--- src/sv/polyphase_interpolating_fir_macros.svh ---
// ----------------------------------------------------------------------------
// polyphase interpolating fir assertion macros
// shared property templates for the filter checks
// ----------------------------------------------------------------------------
`ifndef POLYPHASE_INTERPOLATING_FIR_MACROS_SVH
`define POLYPHASE_INTERPOLATING_FIR_MACROS_SVH

// same-cycle implication
`define PIF_AST_IMP(lbl, clk, rst, ante, cons) \
   lbl: assert property (@(posedge clk) disable iff (rst) (ante) |-> (cons)) \
      else $error("pif check failed");

// next-cycle implication
`define PIF_AST_NXT(lbl, clk, rst, ante, cons) \
   lbl: assert property (@(posedge clk) disable iff (rst) (ante) |=> (cons)) \
      else $error("pif check failed");

`endif

--- src/sv/pif_pkg.sv ---
// ----------------------------------------------------------------------------
// pif_pkg
// shared types, constants and rounding for the polyphase interpolating fir
// ----------------------------------------------------------------------------
`timescale 1ns / 1ps

package pif_pkg;

   localparam int MaxTaps   = 64;
   localparam int MaxFactor = 16;
   localparam int TapW      = 16;
   localparam int SmpW      = 16;
   localparam int AddrW     = $clog2(MaxTaps);
   localparam int AccW      = 2 * SmpW + AddrW;
   localparam int FactorW   = 5;
   localparam int CountW    = 7;
   localparam int BaseW     = 8;
   localparam int CsrIdxW   = 2;
   localparam int CsrDataW  = 7;

   typedef logic [1:0] func_type;
   localparam func_type FUNC_LOAD  = 2'd0;
   localparam func_type FUNC_PUSH  = 2'd1;
   localparam func_type FUNC_FLUSH = 2'd2;

   typedef logic [CsrIdxW-1:0] csr_idx_type;
   localparam csr_idx_type CSR_FACTOR = 2'd0;
   localparam csr_idx_type CSR_TAPS   = 2'd1;

   typedef enum logic [2:0] {
      ST_IDLE,
      ST_RUN,
      ST_DRAIN,
      ST_OUT,
      ST_CLEAR
   } state_type;

   typedef struct packed {
      logic push;
      logic rot;
      logic clr;
   } cell_ctrl_type;

   function automatic logic signed [SmpW-1:0] round_sat(input logic signed [AccW-1:0] acc);
      logic signed [AccW:0] v;
      logic signed [AccW:0] q;
      v = {acc[AccW-1], acc} + (AccW+1)'(16384);
      q = v >>> 15;
      if (q > (AccW+1)'(32767)) begin
         round_sat = 16'sh7fff;
      end else if (q < -(AccW+1)'(32768)) begin
         round_sat = 16'sh8000;
      end else begin
         round_sat = q[SmpW-1:0];
      end
   endfunction

endpackage

--- src/sv/pif_cell.sv ---
// ----------------------------------------------------------------------------
// pif_cell
// one history entry: shifts on push, rotates during a sweep, clears on flush
// ----------------------------------------------------------------------------
`timescale 1ns / 1ps

module pif_cell (
   input  logic                                clock,
   input  logic                                reset,
   input  pif_pkg::cell_ctrl_type              ctrl,
   input  logic signed [pif_pkg::SmpW-1:0]     push_re,
   input  logic signed [pif_pkg::SmpW-1:0]     push_im,
   input  logic signed [pif_pkg::SmpW-1:0]     rot_re,
   input  logic signed [pif_pkg::SmpW-1:0]     rot_im,
   output logic signed [pif_pkg::SmpW-1:0]     re,
   output logic signed [pif_pkg::SmpW-1:0]     im
);

   logic signed [pif_pkg::SmpW-1:0] re_ff, re_in;
   logic signed [pif_pkg::SmpW-1:0] im_ff, im_in;

   always_comb begin
      re_in = re_ff;
      im_in = im_ff;
      if (ctrl.clr) begin
         re_in = '0;
         im_in = '0;
      end else if (ctrl.push) begin
         re_in = push_re;
         im_in = push_im;
      end else if (ctrl.rot) begin
         re_in = rot_re;
         im_in = rot_im;
      end
   end

   always_ff @(posedge clock) begin
      if (reset) begin
         re_ff <= '0;
         im_ff <= '0;
      end else begin
         re_ff <= re_in;
         im_ff <= im_in;
      end
   end

   assign re = re_ff;
   assign im = im_ff;

endmodule

--- config.mk ---
export PLATFORM = sky130hd
export DESIGN_NAME = pif_cell
export DESIGN_NICKNAME = d
export VERILOG_FILES = /design/src/sv/polyphase_interpolating_fir_macros.svh /design/src/sv/pif_pkg.sv /design/src/sv/pif_cell.sv
export SDC_FILE = /design/constraint.sdc
export NUM_CORES = 1
export LEC_CHECK = 0
export BUFFER_PORTS_ARGS = -buffer_cell sky130_fd_sc_hd__buf_2
export CAP_MARGIN = 20
export CORE_ASPECT_RATIO = 1.4
export CORE_MARGIN = 5
export CORE_UTILIZATION = 35
export CTS_BUF_LIST = sky130_fd_sc_hd__clkbuf_8
export DETAILED_ROUTE_END_ITERATION = 12
export PLACE_DENSITY = 0.69
export SYNTH_ARGS = -nofsm -noshare
export SYNTH_HDL_FRONTEND = slang
export SYNTH_SLANG_ARGS = --single-unit
export TNS_END_PERCENT = 100
--- constraint.sdc ---
create_clock -name clock -period 0.8 [get_ports clock]
set_input_delay 0.04 -clock clock [delete_from_list [all_inputs] [get_ports clock]]
set_output_delay 0.04 -clock clock [all_outputs]
set_load 0.05 [all_outputs]
==> run summary <==
status = complete, but fails checks
failing checks = negative setup slack
Final Worst Setup Slack = -127 ps
met1 wire length = 1760 um
worst hold start = push_im[11]
initial antenna violation count = 0
arrival time worst endpoint = 1090 ps
dpl cell area = 0.00246 mm^2
first-pass GRT wire length = 7380 um
final hold vios = 0
leakage = 1.62 nW
Synth Area per Inst = 12.3 um^2
die footprint = 0.00656 mm^2
worst setup path start = re[6]
total number of vias = 1467
remaining global-route overflow = 0
Met3 Wirelength = 396 um
commonest non-fill, non-tap cell in the layout = buf_2
Area Growth Syn to Fin = 63.7%
WHS Endpoint = im[11]
Avg Vias per Cell = 4.75
initial DRC count = 31
Min-Delay Path Class = in2reg
Routed WL per cell = 15.0 um
First-pass DRT Iterations = 4
worst reg2reg endpoint = re[6]
CP Cell Sequence = mux2_4 -> o211a_1
Post-Syn Area = 0.00176 mm^2
worst hold stages = 3
TNS Setup = -3870 ps
IO Port Bufs = 100
kind of critical path = reg2reg
# Max-Cap Violations = 0
Antenna Nets Post-Route = 0
Top Layer Used = met4
final worst-path cycle share = 116%
maximum clock path buffer count = 2
Period minus WS final = 927 ps
final wirelength = 4650 um
core box area = 0.00488 mm^2
GRT Overall Usage = 13.9%
TritonCTS Buffers = 5
f_max = 1080 MHz
Worst Path Buf+Inv = 0
RR Startpoint = re[6]
Post-DP HPWL = 3300 um
RSZ-0062 raised after global routing = yes
Worst R2R Path Depth = 2
H-tree Lvls = 2
vias in the first global route = 1557
Final Max Slew Viols = 0
Cell Count Post-Placement = 301
multi-input logic area = 0.00100 mm^2
Diodes inserted = 0
Slowest-stage cell, CP = dfxtp_4
Critical Path Source Type = register
RD Place Congestion = 0.708
Clock Pin Slew Worst Setup and Hold Paths = 60 ps
Syn Nets = 212
register area = 761 um^2
CTS tree = built
clock sink count = 32
drc violations = 0
FF-to-FF setup slack = -130 ps
Slew HR = 89.0%
final setup vio count = 60
worst-skew pair later-pin latency = 270 ps
Final Hold Slack = 77.2 ps
Synth Warn # = 0
worst slew pin tran = 165 ps
Seq/Total Area, Yosys = 36.5%
num rows = 30
largest net degree at the start of global routing = 38
Critical Path End Type = register
Die Width = 69.9 um
pre-CTS WS = -230 ps
met2 WL = 2450 um
Worst Path Required = 970 ps
synth unique cells = 11
clk_skew = 0 ps
most frequent cells in the layout = buf_2 (68), nand2b_1 (32), o211a_1 (32), dfxtp_4 (32), buf_8 (32)
crit-path max FO = 2
family with the most delay on the worst path = flip-flops
Cell Count, Final, Fillers Out = 309
ratio of cells with drive above 1 in the final layout = 72.7%
cells after synthesis = 143
Synth Register Bits = 32
Initial Util = 36.0%
Critical Path Max Stage Delay = 350 ps
Die Span Y = 93.8 um
final instance area = 0.00288 mm^2
clk root buf = clkbuf_8
Nets = 313
io pins = 101
PwrDens = 1400 mW/mm^2
maximum vdd drop = 966 uV
Layout fillers = 418
worst max-delay path by stage:
stage | depth (start not counted) | endpoint | slack [ps]
6_report | 2 | re[6] | -130
2_1_floorplan | 2 | im[0] | -160
3_3_place_gp | 4 | im[6] | -200
3_5_place_dp | 4 | re[11] | -230
5_1_grt | 2 | re[10] | -150
4_1_cts | 2 | re[14] | -120
per-layer routing:
layer	vias to the layer above	global-route usage, %
met1	687	15.0
li1	718	-
met5	-	0
met4	0	4.31
met3	4	5.25
met2	58	24.9
stage by stage:
stage	total power, mW	utilization (%)
6_report	4.03	58.9
5_1_grt	4.24	58.9
4_1_cts	4.10	58.6
3_5_place_dp	2.75	50.5
3_3_place_gp	2.74	50.5
2_1_floorplan	2.44	-
report_power, final:
part	total (mW)	leakage (nW)	internal, mW	switching (mW)
registers	1.70	0.285	1.62	0.0717
logic	1.21	1.29	0.656	0.556
clock network	1.12	0.0482	0.579	0.542
cells in the mapped netlist, drive strengths merged:
cell / instances / area [um^2]
clkbuf: 4 / 15.0
buf: 10 / 104
nor2: 1 / 3.75
dfxtp: 32 / 641
mux2: 32 / 473
o211a: 32 / 320
nand2b: 32 / 200
timing repair:
| item | 4_1_cts | 5_1_grt |
|---|---|---|
| hold buffers | 0 | 0 |
| pin swaps | 0 | 1 |
| resized for setup | 95 | 4 |
| setup buffers | 0 | 0 |
| setup endpoints to repair | 64 | 64 |
| gates cloned | 0 | 0 |
tightest hold or removal path, delay by kind of cell:
family / cells / cell delay [ps]
AND/OR/NAND/NOR: 1 / 80
buffers and inverters: 1 / 70
AO/OA/AOI/OAI: 1 / 130
flip-flops by register name, summed over array words and instances, names as in the netlist:
| name | count |
|---|---|
| im | 16 |
| re | 16 |
kinds of logic (layout without fill, tap and decap cells):
logic type | Yosys count | after routing | synth area share (%)
AOI/OAI and AO/OA | 32 | 32 | 18.2
buffers and inverters | 14 | 116 | 6.77
DFF | 32 | 32 | 36.5
muxes | 32 | 32 | 26.9
and+or+nand+nor | 33 | 33 | 11.6
layout make-up:
type / count / area share [%]
flip-flops and latches: 32 / 26.5
multi-input cells: 97 / 34.9
clock buffers: 5 / 2.39
well taps: 64 / 2.79
clock inverters: 3 / 0.392
repair buffers: 108 / 33.1
No activity file was read; power rests on OpenSTA's default activity.
