## src/sv/polyphase_interpolating_fir_macros.svh

```systemverilog
// ----------------------------------------------------------------------------
// polyphase interpolating fir assertion macros
// shared property templates for the filter checks
// ----------------------------------------------------------------------------
`ifndef POLYPHASE_INTERPOLATING_FIR_MACROS_SVH
`define POLYPHASE_INTERPOLATING_FIR_MACROS_SVH

// same-cycle implication
`define PIF_AST_IMP(lbl, clk, rst, ante, cons) \
   lbl: assert property (@(posedge clk) disable iff (rst) (ante) |-> (cons)) \
      else $error("pif check failed");

// next-cycle implication
`define PIF_AST_NXT(lbl, clk, rst, ante, cons) \
   lbl: assert property (@(posedge clk) disable iff (rst) (ante) |=> (cons)) \
      else $error("pif check failed");

`endif

```

## src/sv/pif_pkg.sv

```systemverilog
// ----------------------------------------------------------------------------
// pif_pkg
// shared types, constants and rounding for the polyphase interpolating fir
// ----------------------------------------------------------------------------
`timescale 1ns / 1ps

package pif_pkg;

   localparam int MaxTaps   = 64;
   localparam int MaxFactor = 16;
   localparam int TapW      = 16;
   localparam int SmpW      = 16;
   localparam int AddrW     = $clog2(MaxTaps);
   localparam int AccW      = 2 * SmpW + AddrW;
   localparam int FactorW   = 5;
   localparam int CountW    = 7;
   localparam int BaseW     = 8;
   localparam int CsrIdxW   = 2;
   localparam int CsrDataW  = 7;

   typedef logic [1:0] func_type;
   localparam func_type FUNC_LOAD  = 2'd0;
   localparam func_type FUNC_PUSH  = 2'd1;
   localparam func_type FUNC_FLUSH = 2'd2;

   typedef logic [CsrIdxW-1:0] csr_idx_type;
   localparam csr_idx_type CSR_FACTOR = 2'd0;
   localparam csr_idx_type CSR_TAPS   = 2'd1;

   typedef enum logic [2:0] {
      ST_IDLE,
      ST_RUN,
      ST_DRAIN,
      ST_OUT,
      ST_CLEAR
   } state_type;

   typedef struct packed {
      logic push;
      logic rot;
      logic clr;
   } cell_ctrl_type;

   function automatic logic signed [SmpW-1:0] round_sat(input logic signed [AccW-1:0] acc);
      logic signed [AccW:0] v;
      logic signed [AccW:0] q;
      v = {acc[AccW-1], acc} + (AccW+1)'(16384);
      q = v >>> 15;
      if (q > (AccW+1)'(32767)) begin
         round_sat = 16'sh7fff;
      end else if (q < -(AccW+1)'(32768)) begin
         round_sat = 16'sh8000;
      end else begin
         round_sat = q[SmpW-1:0];
      end
   endfunction

endpackage

```

## src/sv/pif_tap_ram.sv

```systemverilog
// ----------------------------------------------------------------------------
// pif_tap_ram
// tap store, one write and one registered read port
// ----------------------------------------------------------------------------
`timescale 1ns / 1ps

module pif_tap_ram (
   input  logic                                clock,
   input  logic                                we,
   input  logic [pif_pkg::AddrW-1:0]           waddr,
   input  logic signed [pif_pkg::TapW-1:0]     wdata,
   input  logic [pif_pkg::AddrW-1:0]           raddr,
   output logic signed [pif_pkg::TapW-1:0]     rdata
);

   logic signed [pif_pkg::TapW-1:0] mem_ff [pif_pkg::MaxTaps];
   logic signed [pif_pkg::TapW-1:0] rdata_ff;

   always_ff @(posedge clock) begin
      if (we) begin
         mem_ff[waddr] <= wdata;
      end
      rdata_ff <= mem_ff[raddr];
   end

   assign rdata = rdata_ff;

endmodule

```

## config.mk

```make
export PLATFORM = sky130hd
export DESIGN_NAME = pif_tap_ram
export DESIGN_NICKNAME = d
export VERILOG_FILES = /design/src/sv/polyphase_interpolating_fir_macros.svh /design/src/sv/pif_pkg.sv /design/src/sv/pif_tap_ram.sv
export SDC_FILE = /design/constraint.sdc
export NUM_CORES = 1
export LEC_CHECK = 0
export BUFFER_PORTS_ARGS = -buffer_cell sky130_fd_sc_hd__buf_2
export CORE_MARGIN = 2
export CORE_UTILIZATION = 61
export CTS_CLUSTER_DIAMETER = 60
export DETAILED_ROUTE_END_ITERATION = 10
export HOLD_SLACK_MARGIN = 0.12
export PLACE_DENSITY = 0.89
export SLEW_MARGIN = 20
export SYNTH_ARGS = -nofsm -noshare
export SYNTH_HDL_FRONTEND = slang
export SYNTH_SLANG_ARGS = --single-unit
```

## constraint.sdc

```tcl
create_clock -name clock -period 3.7 [get_ports clock]
set_input_delay 0.37 -clock clock [delete_from_list [all_inputs] [get_ports clock]]
set_output_delay 0.37 -clock clock [all_outputs]
set_load 0.1 [all_outputs]
```

==> summary.txt <==
CTS
  • Num CTS Buffers: 98
  • Clock Root Buffer: clkbuf_16
  • CTS tree: built
  • Post_cts resized: 0
  • Skew-Pair Late Insertion Delay: 670 ps
  • Maximum clock path buffer count: 3
  • Clk slew on worst S/H paths: 60 ps
  • CTS Sinks: roughly 1000
  • H-tree levels: 3
  • Postcts setup bufs: 0
  • CTS Hold Bufs: 0

Timing
  • Crit path time final: roughly 2800 ps
  • Slew margin rel.: ~15%
  • Final clock skew: around 32 ps
  • Peak Freq: around 0.35 GHz
  • Slew Viols, Final: 0
  • Slew at the pin closest to its max-slew limit: roughly 1300 ps
  • Finish-stage setup viols: 0
  • RSZ-0062 raised after global routing: false
  • Final hold vios: 0
  • Tcrit/Tclk final: between 70% and 80%
  • Setup Total Neg Slack: 0 ps

Flow run
  • Max-Cap Viols: 0

Global route
  • Total grt overflow: 0
  • Largest net degree at the start of global routing: 65
  • GR Util All Layers: 32.0%
  • Initial antenna violation count: 5
  • Global-route wire length before repair: approximately 150 mm
  • Vias in the first global route: 21200

Die
  • Initial Utilization: between 60% and 70%
  • Width of the die: between 200 and 300 um
  • Die Area: 0.0677 sq mm
  • FP Rows: 93
  • Core area: between 0.06 and 0.07 sq mm
  • Num ports: between 40 and 50
  • Chip Height: 260 um

Layout
  • Final core occ: between 60 and 70%
  • Filler cells: between 3000 and 4000
  • Nets: a little over 2000
  • Final instance area: 0.0449 sq mm
  • Reg area: 0.0311 sq mm
  • Layout area overhead: 12.1%
  • Share of layout cells above drive strength 1: between 20% and 30%
  • Area occupied by multi-input gates: ~0.0083 sq mm

Power
  • Switching part of the total: roughly 22%
  • Power Density: 550 mW/mm^2
  • Peak VDD IR: 0.000406 V
  • Switching pwr: around 5.3 mW
  • Logic pwr share: approximately 6%
  • Clk pwr share: between 40 and 50%
  • Power Total: about 25 mW
  • P_int: ~19 mW
  • Leak Pwr: roughly 14 nW
  • Reg power frac: between 50% and 60%

Worst hold path
  • HP Start: wdata[12]
  • Hold WC Path Type: primary input to register

Placed design
  • Routability cong.: roughly 0.9
  • DP HPWL: about 60 mm
  • Dpl cell area: around 0.042 sq mm
  • I/O Buffers: 45

Yosys
  • Area of the mapped netlist: 0.0400 sq mm
  • Yosys warns: 0
  • Predominant post-synthesis flop cell: edfxtp_1
  • Flops & latches, synth: 1040
  • Post-Syn Instances: about 1800
  • Number of synthesized flops with an enable pin: between 1000 and 1500
  • Yosys top cell area share: 76.8%
  • Post-synth cell types: 43
  • Syn_nets: roughly 1900
  • Post-synthesis area per instance: 21.9 sq um
  • Sequential area share after synthesis: between 70% and 80%
  • Cell taking the most area after synthesis: edfxtp_1
  • Ys async rst share: 0%
  • Top cells by area, synth: edfxtp_1 77%, mux4_2 12%, mux2i_1 2.1%

Run status
  • Status: completed

Detailed routing
  • Drt drc: 0
  • Routed WL: 105 mm
  • Wire per inst: 35.9 um
  • Via count: ~21000
  • Final antenna-violating net count: 0
  • Via-to-Cell Ratio: just over 7
  • DR pass1 iterations: 9
  • Initial DRC count: ~3500

Critical path
  • CP required: between 4000 and 5000 ps
  • Flop2flop setup slack: between 1000 and 1500 ps
  • CP endpoint kind: register
  • Crit start category: primary input
  • WP data arrival: roughly 3300 ps
  • Reg2reg start: mem_ff[5][4]
  • Worst-path maximum fanout: 57
  • WS Path Type: primary input to register
  • Worst Setup SP: raddr[0]
## Yosys cell counts, types with 6 or more instances
library cell	count
edfxtp_1	1024
mux4_2	220
mux2i_1	85
nor2_1	72
nand2_1	59
a22oi_1	39
buf_2	36
nor2b_1	30
mux2_2	27
clkbuf_1	24
nand3_1	24
a21oi_1	17
buf_6	17
a221oi_1	16
dfxtp_1	16
buf_4	13
nand4_1	12
a211o_1	8
a211oi_1	8
a311oi_1	8
a31oi_1	8
a221o_1	6
a22o_1	6
## metrics by stage
step           setup WS (ps)  std cells  hold WS, ps
6_report                 882       2927          260
3_3_place_gp             475       2741          841
2_1_floorplan           1300       1829          469
5_1_grt                  784       2926          246
4_1_cts                 1010       2924          239
3_5_place_dp             344       2741          867
## metal layers
metal,routed length (um),global-route usage (%)
met4,6380,15.9
met2,50100,50.4
met3,15200,9.58
met1,33400,41.1
met5,53,0
## layout make-up
class                   count  share of cell area (%)
repair buffers            163                    2.79
diodes                      1                 0.00557
clock inverters            42                   0.987
flip-flops and latches   1040                    69.2
clock buffers             141                    6.24
well taps                 855                    2.38
multi-input cells         685                    18.4
## cell usage in the layout (no fill, tap or decap), types with 6 or more instances in the layout
master	Yosys	final
buf_2	36	38
mux2_2	27	27
clkbuf_1	24	29
bufinv_16	0	9
a21oi_1	17	17
buf_12	5	7
buf_4	13	114
a221oi_1	16	16
a211o_1	8	8
a211oi_1	8	8
edfxtp_1	1024	1024
clkinv_1	0	12
mux2i_1	85	85
nand2_1	59	59
a22oi_1	39	39
clkbuf_8	0	11
dfxtp_1	16	16
clkinv_2	0	17
nor2b_1	30	30
nand4_1	12	12
nand3_1	24	24
a311oi_1	8	8
a31oi_1	8	8
nor2_1	72	71
clkbuf_16	0	102
a221o_1	6	6
a22o_1	6	6
mux4_2	220	220
## critical path, cell delays in order
cell,delay (ps)
buf_8,540
buf_4,490
mux4_2,580
mux2i_1,330
a22oi_1,190
a31oi_1,600
a311oi_1,150
## flip-flops by register name, indices dropped and copies added (netlist names)
register / count
mem_ff: 1024
rdata: 16
## path summary, 6_finish.rpt
| check | endpoint | cells past startpoint |
|---|---|---|
| worst max-delay path | rdata[4] | 7 |
| worst max register to register | rdata[4] | 5 |
| worst min register to register | rdata[14] | 4 |
| worst min-delay path | mem_ff[19][12] | 1 |
## power by group through the flow
stage	clock (mW)	sequential (mW)	combinational [mW]
after global routing	10.6	13.1	1.48
final	10.1	13.1	1.45
after CTS	10.2	13.1	1.41
after detailed placement	0	13.3	1.38
after floorplan	0	13.5	0.675
after global placement	0	13.3	1.33
## logic make-up after synthesis
family,Yosys count,share of synthesized area (%)
flip-flops,1040,77.6
multiplexers,336,15.5
AND/OR/NAND/NOR,220,2.65
AO/OA/AOI/OAI,129,2.41
buffers and inverters,104,1.83
(Power assumes the default switching activity.)
