<file path="config.mk">
export PLATFORM = sky130hd
export DESIGN_NAME = pif_mac
export DESIGN_NICKNAME = d
export VERILOG_FILES = /design/src/sv/polyphase_interpolating_fir_macros.svh /design/src/sv/pif_pkg.sv /design/src/sv/pif_mac.sv
export SDC_FILE = /design/constraint.sdc
export NUM_CORES = 2
export LEC_CHECK = 0
export BUFFER_PORTS_ARGS = -buffer_cell sky130_fd_sc_hd__buf_2
export CORE_ASPECT_RATIO = 0.7
export CORE_MARGIN = 10
export CORE_UTILIZATION = 35
export DETAILED_ROUTE_END_ITERATION = 12
export PLACE_DENSITY = 0.48
export REMOVE_ABC_BUFFERS = 1
export SETUP_SLACK_MARGIN = 0.1
export SYNTH_ARGS = -nofsm -noshare
export SYNTH_HDL_FRONTEND = slang
export SYNTH_SLANG_ARGS = --single-unit
</file>
<file path="constraint.sdc">
create_clock -name clock -period 6.45 [get_ports clock]
set_clock_uncertainty 0.15 [all_clocks]
set_input_delay 0.645 -clock clock [delete_from_list [all_inputs] [get_ports clock]]
set_output_delay 0.645 -clock clock [all_outputs]
set_load 0.1 [all_outputs]
</file>
<file path="src/sv/polyphase_interpolating_fir_macros.svh">
// ----------------------------------------------------------------------------
// polyphase interpolating fir assertion macros
// shared property templates for the filter checks
// ----------------------------------------------------------------------------
`ifndef POLYPHASE_INTERPOLATING_FIR_MACROS_SVH
`define POLYPHASE_INTERPOLATING_FIR_MACROS_SVH

// same-cycle implication
`define PIF_AST_IMP(lbl, clk, rst, ante, cons) \
   lbl: assert property (@(posedge clk) disable iff (rst) (ante) |-> (cons)) \
      else $error("pif check failed");

// next-cycle implication
`define PIF_AST_NXT(lbl, clk, rst, ante, cons) \
   lbl: assert property (@(posedge clk) disable iff (rst) (ante) |=> (cons)) \
      else $error("pif check failed");

`endif

</file>
<file path="src/sv/pif_pkg.sv">
// ----------------------------------------------------------------------------
// pif_pkg
// shared types, constants and rounding for the polyphase interpolating fir
// ----------------------------------------------------------------------------
`timescale 1ns / 1ps

package pif_pkg;

   localparam int MaxTaps   = 64;
   localparam int MaxFactor = 16;
   localparam int TapW      = 16;
   localparam int SmpW      = 16;
   localparam int AddrW     = $clog2(MaxTaps);
   localparam int AccW      = 2 * SmpW + AddrW;
   localparam int FactorW   = 5;
   localparam int CountW    = 7;
   localparam int BaseW     = 8;
   localparam int CsrIdxW   = 2;
   localparam int CsrDataW  = 7;

   typedef logic [1:0] func_type;
   localparam func_type FUNC_LOAD  = 2'd0;
   localparam func_type FUNC_PUSH  = 2'd1;
   localparam func_type FUNC_FLUSH = 2'd2;

   typedef logic [CsrIdxW-1:0] csr_idx_type;
   localparam csr_idx_type CSR_FACTOR = 2'd0;
   localparam csr_idx_type CSR_TAPS   = 2'd1;

   typedef enum logic [2:0] {
      ST_IDLE,
      ST_RUN,
      ST_DRAIN,
      ST_OUT,
      ST_CLEAR
   } state_type;

   typedef struct packed {
      logic push;
      logic rot;
      logic clr;
   } cell_ctrl_type;

   function automatic logic signed [SmpW-1:0] round_sat(input logic signed [AccW-1:0] acc);
      logic signed [AccW:0] v;
      logic signed [AccW:0] q;
      v = {acc[AccW-1], acc} + (AccW+1)'(16384);
      q = v >>> 15;
      if (q > (AccW+1)'(32767)) begin
         round_sat = 16'sh7fff;
      end else if (q < -(AccW+1)'(32768)) begin
         round_sat = 16'sh8000;
      end else begin
         round_sat = q[SmpW-1:0];
      end
   endfunction

endpackage

</file>
<file path="src/sv/pif_mac.sv">
// ----------------------------------------------------------------------------
// pif_mac
// complex-by-real multiply-accumulate with rounding and saturation
// ----------------------------------------------------------------------------
`timescale 1ns / 1ps

module pif_mac (
   input  logic                                clock,
   input  logic                                reset,
   input  logic                                issue,
   input  logic                                clr,
   input  logic signed [pif_pkg::SmpW-1:0]     hist_re,
   input  logic signed [pif_pkg::SmpW-1:0]     hist_im,
   input  logic signed [pif_pkg::TapW-1:0]     tap,
   output logic signed [pif_pkg::SmpW-1:0]     out_re,
   output logic signed [pif_pkg::SmpW-1:0]     out_im
);

   localparam int ProdW = pif_pkg::SmpW + pif_pkg::TapW;

   logic                              v1_ff, v1_in;
   logic                              v2_ff, v2_in;
   logic signed [pif_pkg::SmpW-1:0]   hre_ff, hre_in;
   logic signed [pif_pkg::SmpW-1:0]   him_ff, him_in;
   logic signed [ProdW-1:0]           pre_ff, pre_in;
   logic signed [ProdW-1:0]           pim_ff, pim_in;
   logic signed [pif_pkg::AccW-1:0]   acc_re_ff, acc_re_in;
   logic signed [pif_pkg::AccW-1:0]   acc_im_ff, acc_im_in;

   always_comb begin
      v1_in     = issue;
      hre_in    = hist_re;
      him_in    = hist_im;
      v2_in     = v1_ff;
      pre_in    = hre_ff * tap;
      pim_in    = him_ff * tap;
      acc_re_in = acc_re_ff;
      acc_im_in = acc_im_ff;
      if (clr) begin
         acc_re_in = '0;
         acc_im_in = '0;
      end else if (v2_ff) begin
         acc_re_in = acc_re_ff + pif_pkg::AccW'(pre_ff);
         acc_im_in = acc_im_ff + pif_pkg::AccW'(pim_ff);
      end
   end

   always_ff @(posedge clock) begin
      if (reset) begin
         v1_ff     <= 1'b0;
         v2_ff     <= 1'b0;
         acc_re_ff <= '0;
         acc_im_ff <= '0;
      end else begin
         v1_ff     <= v1_in;
         v2_ff     <= v2_in;
         acc_re_ff <= acc_re_in;
         acc_im_ff <= acc_im_in;
      end
      hre_ff <= hre_in;
      him_ff <= him_in;
      pre_ff <= pre_in;
      pim_ff <= pim_in;
   end

   assign out_re = pif_pkg::round_sat(acc_re_ff);
   assign out_im = pif_pkg::round_sat(acc_im_ff);

endmodule

</file>
==> key figures <==
Floorplanning
  • Core area: 0.0825 mm²
  • Die W: 365 µm
  • Area of the die: 0.0953 mm²
  • Initial Util: 0.353
  • Die height: ~260 µm
  • Total I/O pin count: 84
  • FP Rows: 88

Synth
  • Post-synth ARST share: 0
  • Warnings, synthesis: 0
  • Synth area leader: fa_1
  • Syn_area_per_cell: 8.88 µm²
  • Post-synth top cells: 671 x inv_1, 526 x fa_1, 325 x nand2_1
  • Post-synthesis sequential area ratio: 0.120
  • Number of flops mapped to enable cells by yosys: 0
  • Synth Cell Area: 0.0291 mm²
  • Netlist cell types: 74
  • Post-synth top area share: 0.362
  • Synth top area cells: fa_1 36%, dfxtp_1 12%, ha_1 10%, inv_1 8.7%, and2_1 5.4%
  • Most common cell in the synthesized netlist: inv_1
  • Synth Instances: ~3300
  • Commonest register cell after synthesis: dfxtp_1
  • Flop and latch count out of synthesis: 174

Worst setup path
  • Worst EP required: 6.68 ns
  • CP bufs+invs: 5
  • CP delay by family, top: adder cells
  • Startpoint types: register
  • Crit path kind: register to register
  • Most used cell, CP: fa_1
  • RR Endpoint: pre_ff[30]
  • R2R depth: 23
  • Beginning of the worst register-to-register path: hre_ff[5]
  • Crit path cell chain: buf_12 -> buf_12 -> and2_1 -> fa_1 -> fa_1 -> ha_1 -> fa_1 -> inv_1 -> fa_1 -> fa_1 -> inv_1 -> ha_1 -> a21o_1 -> a21o_1 -> buf_4 -> o32ai_4 -> nor4_4 -> o2111ai_2 -> a21oi_2 -> a221oi_2 -> o21ai_2 -> nor4b_2 -> or3_1
  • Worst setup EP type: register
  • Arr. time, crit path: 6.39 ns
  • CP max FO: 7
  • Worst path max stage delay: 0.49 ns
  • Critical Path Slowest Stage Cell: fa_1
  • Reg2reg setup slack: 0.29 ns

CTS
  • CTS tree: done
  • Number of hold buffers added after cts: 0
  • Insertion delay to the later sink of the worst-skew pair: approximately 0.52 ns
  • Num CTS Buffers: 17
  • Clk pin slew, worst setup/hold paths: 0.09 ns
  • Clock Path Buffers: 2
  • Clock Tree Root: clkbuf_16
  • H-tree depth: 4
  • Sink Count: 174

Detailed routing
  • Initial DRT Pass Iterations: 5
  • Drt drc: 0
  • Initial drt markers: between 1000 and 1500
  • Vias: 21800
  • Drt via density: 4.67
  • Final WL: 77900 µm
  • Final ANT Viol Nets: 0
  • Routed WL per cell: 16.7 µm

GRT
  • First-pass GRT wire length: 129000 µm
  • Vias in the first global route: 22800
  • Total track usage: 0.172
  • Grt total ovfl: 0
  • Largest net degree at the start of global routing: 39
  • Initial antenna violation count: 1

STA
  • Final setup TNS: 0 ns
  • Final hold violations: 0
  • Setup violations, final: 0
  • Final period util: 0.955
  • Slew margin rel.: 0.305
  • Measured slew at the worst slew-check pin: approximately 1.0 ns
  • Fin crit period: between 6 and 7 ns
  • Final worst slack: 0.289 ns
  • Fmax: 162 MHz
  • RSZ-0062 raised after global routing: yes
  • Slew Viols, Final: 0

Placement
  • Setup slack after placement: -0.424 ns
  • Detailed placement HPWL: 66900 µm
  • Gp weighted congestion: 0.833
  • Port-buffer cells: 83
  • Placed cells: 4618

Min path
  • Hold depth: 1
  • Hold Crit Endpoint: him_ff[12]
  • Hold_sp: hist_im[12]
  • Hold Path Class: input pin to register

Finish
  • Area Overhead vs Synth: 16.4%
  • Post-Layout Cell Count: between 4000 and 5000
  • N_diodes: 0
  • Post-layout util: 0.411
  • Share of layout cells above drive strength 1: 0.143
  • Final #Nets: ~4400

Flow run
  • Total of max-cap violations: 0

Outcome
  • Status: completed
==> cell families (layout without fill, tap and decap cells) <==
family	Yosys count	count (layout)	synth area share
muxes	54	54	0.0186
AOI/OAI and AO/OA	412	412	0.0920
and+or+nand+nor	932	932	0.156
xor gates and xnor gates	160	160	0.0481
buffers and inverters	781	1083	0.101
adders and majority gates	766	766	0.465
DFF	174	174	0.120
==> worst register-to-register path: stages, from the launching register on <==
cell	delay [ns]
dfxtp_2	0.34
buf_12	0.14
buf_12	0.14
and2_1	0.16
fa_1	0.49
fa_1	0.49
ha_1	0.20
fa_1	0.48
inv_1	0.05
fa_1	0.45
fa_1	0.49
inv_1	0.04
ha_1	0.28
a21o_1	0.17
a21o_1	0.20
buf_4	0.15
o32ai_4	0.14
nor4_4	0.08
o2111ai_2	0.27
a21oi_2	0.12
a221oi_2	0.34
o21ai_2	0.11
nor4b_2	0.17
or3_1	0.38
==> per-layer routing <==
layer  part of all wire  routed length (µm)  vias up  global-route usage
met3              0.055                4290       37              0.0332
met1               0.56               44000    10600               0.280
met2               0.37               28800      389               0.229
met5                  0                   0        -                   0
met4              0.011                 823        0              0.0316
li1                   -                   -    10700                   -
==> cell usage in the layout (no fill, tap or decap), types with 29 or more instances in the layout <==
master	n
a21o_1	56
xnor2_1	101
inv_1	668
and2_1	249
o21ai_0	92
mux2i_1	54
fa_1	520
xor2_1	59
a21oi_1	101
nand3_1	40
buf_4	278
buf_2	76
ha_1	232
dfxtp_1	150
nor2_1	169
nand2_1	322
nor3_1	29
==> metrics by stage <==
step	hold slack [ns]	cell area, µm²
2_1_floorplan	0.264	28700
3_3_place_gp	0.299	32800
3_5_place_dp	0.276	32800
4_1_cts	0.0189	33400
5_1_grt	0.0443	33900
6_report	0.0647	33900
==> cell type report <==
class,instances,area (µm²)
Fill cell,8331,48600
Multi-Input combinational cell,2324,23000
Sequential cell,174,3550
Timing Repair Buffer,380,2880
Inverter,671,2520
Tap cell,1080,1350
Clock buffer,17,425
Clock inverter,15,149
==> worst max-delay path by stage <==
stage                   start    endpoint  slack (ns)  cells after the start
global route        hre_ff[6]  pre_ff[29]        0.04                     26
finish              hre_ff[5]  pre_ff[30]        0.29                     23
CTS                 hre_ff[6]  pre_ff[30]        0.09                     23
global placement       tap[3]  pim_ff[31]       -0.39                     25
detailed placement    tap[11]  pim_ff[31]       -0.42                     25
floorplan             tap[15]  pim_ff[25]        0.05                     20
==> state kept, by name, summed over array words and instances, names as in the netlist <==
name / count
acc_im_ff: 38
acc_re_ff: 38
him_ff: 16
hre_ff: 16
pim_ff: 32
pre_ff: 32
v1_ff: 1
v2_ff: 1
==> what timing repair did <==
item | 4_1_cts | 5_1_grt
setup endpoints to repair | 13 | 21
buffers inserted | 2 | 9
resized for setup | 18 | 102
pin swaps | 4 | 53
Power is not shown: default switching activity piles up to over one toggle a cycle in this logic, so the estimate is an artifact.
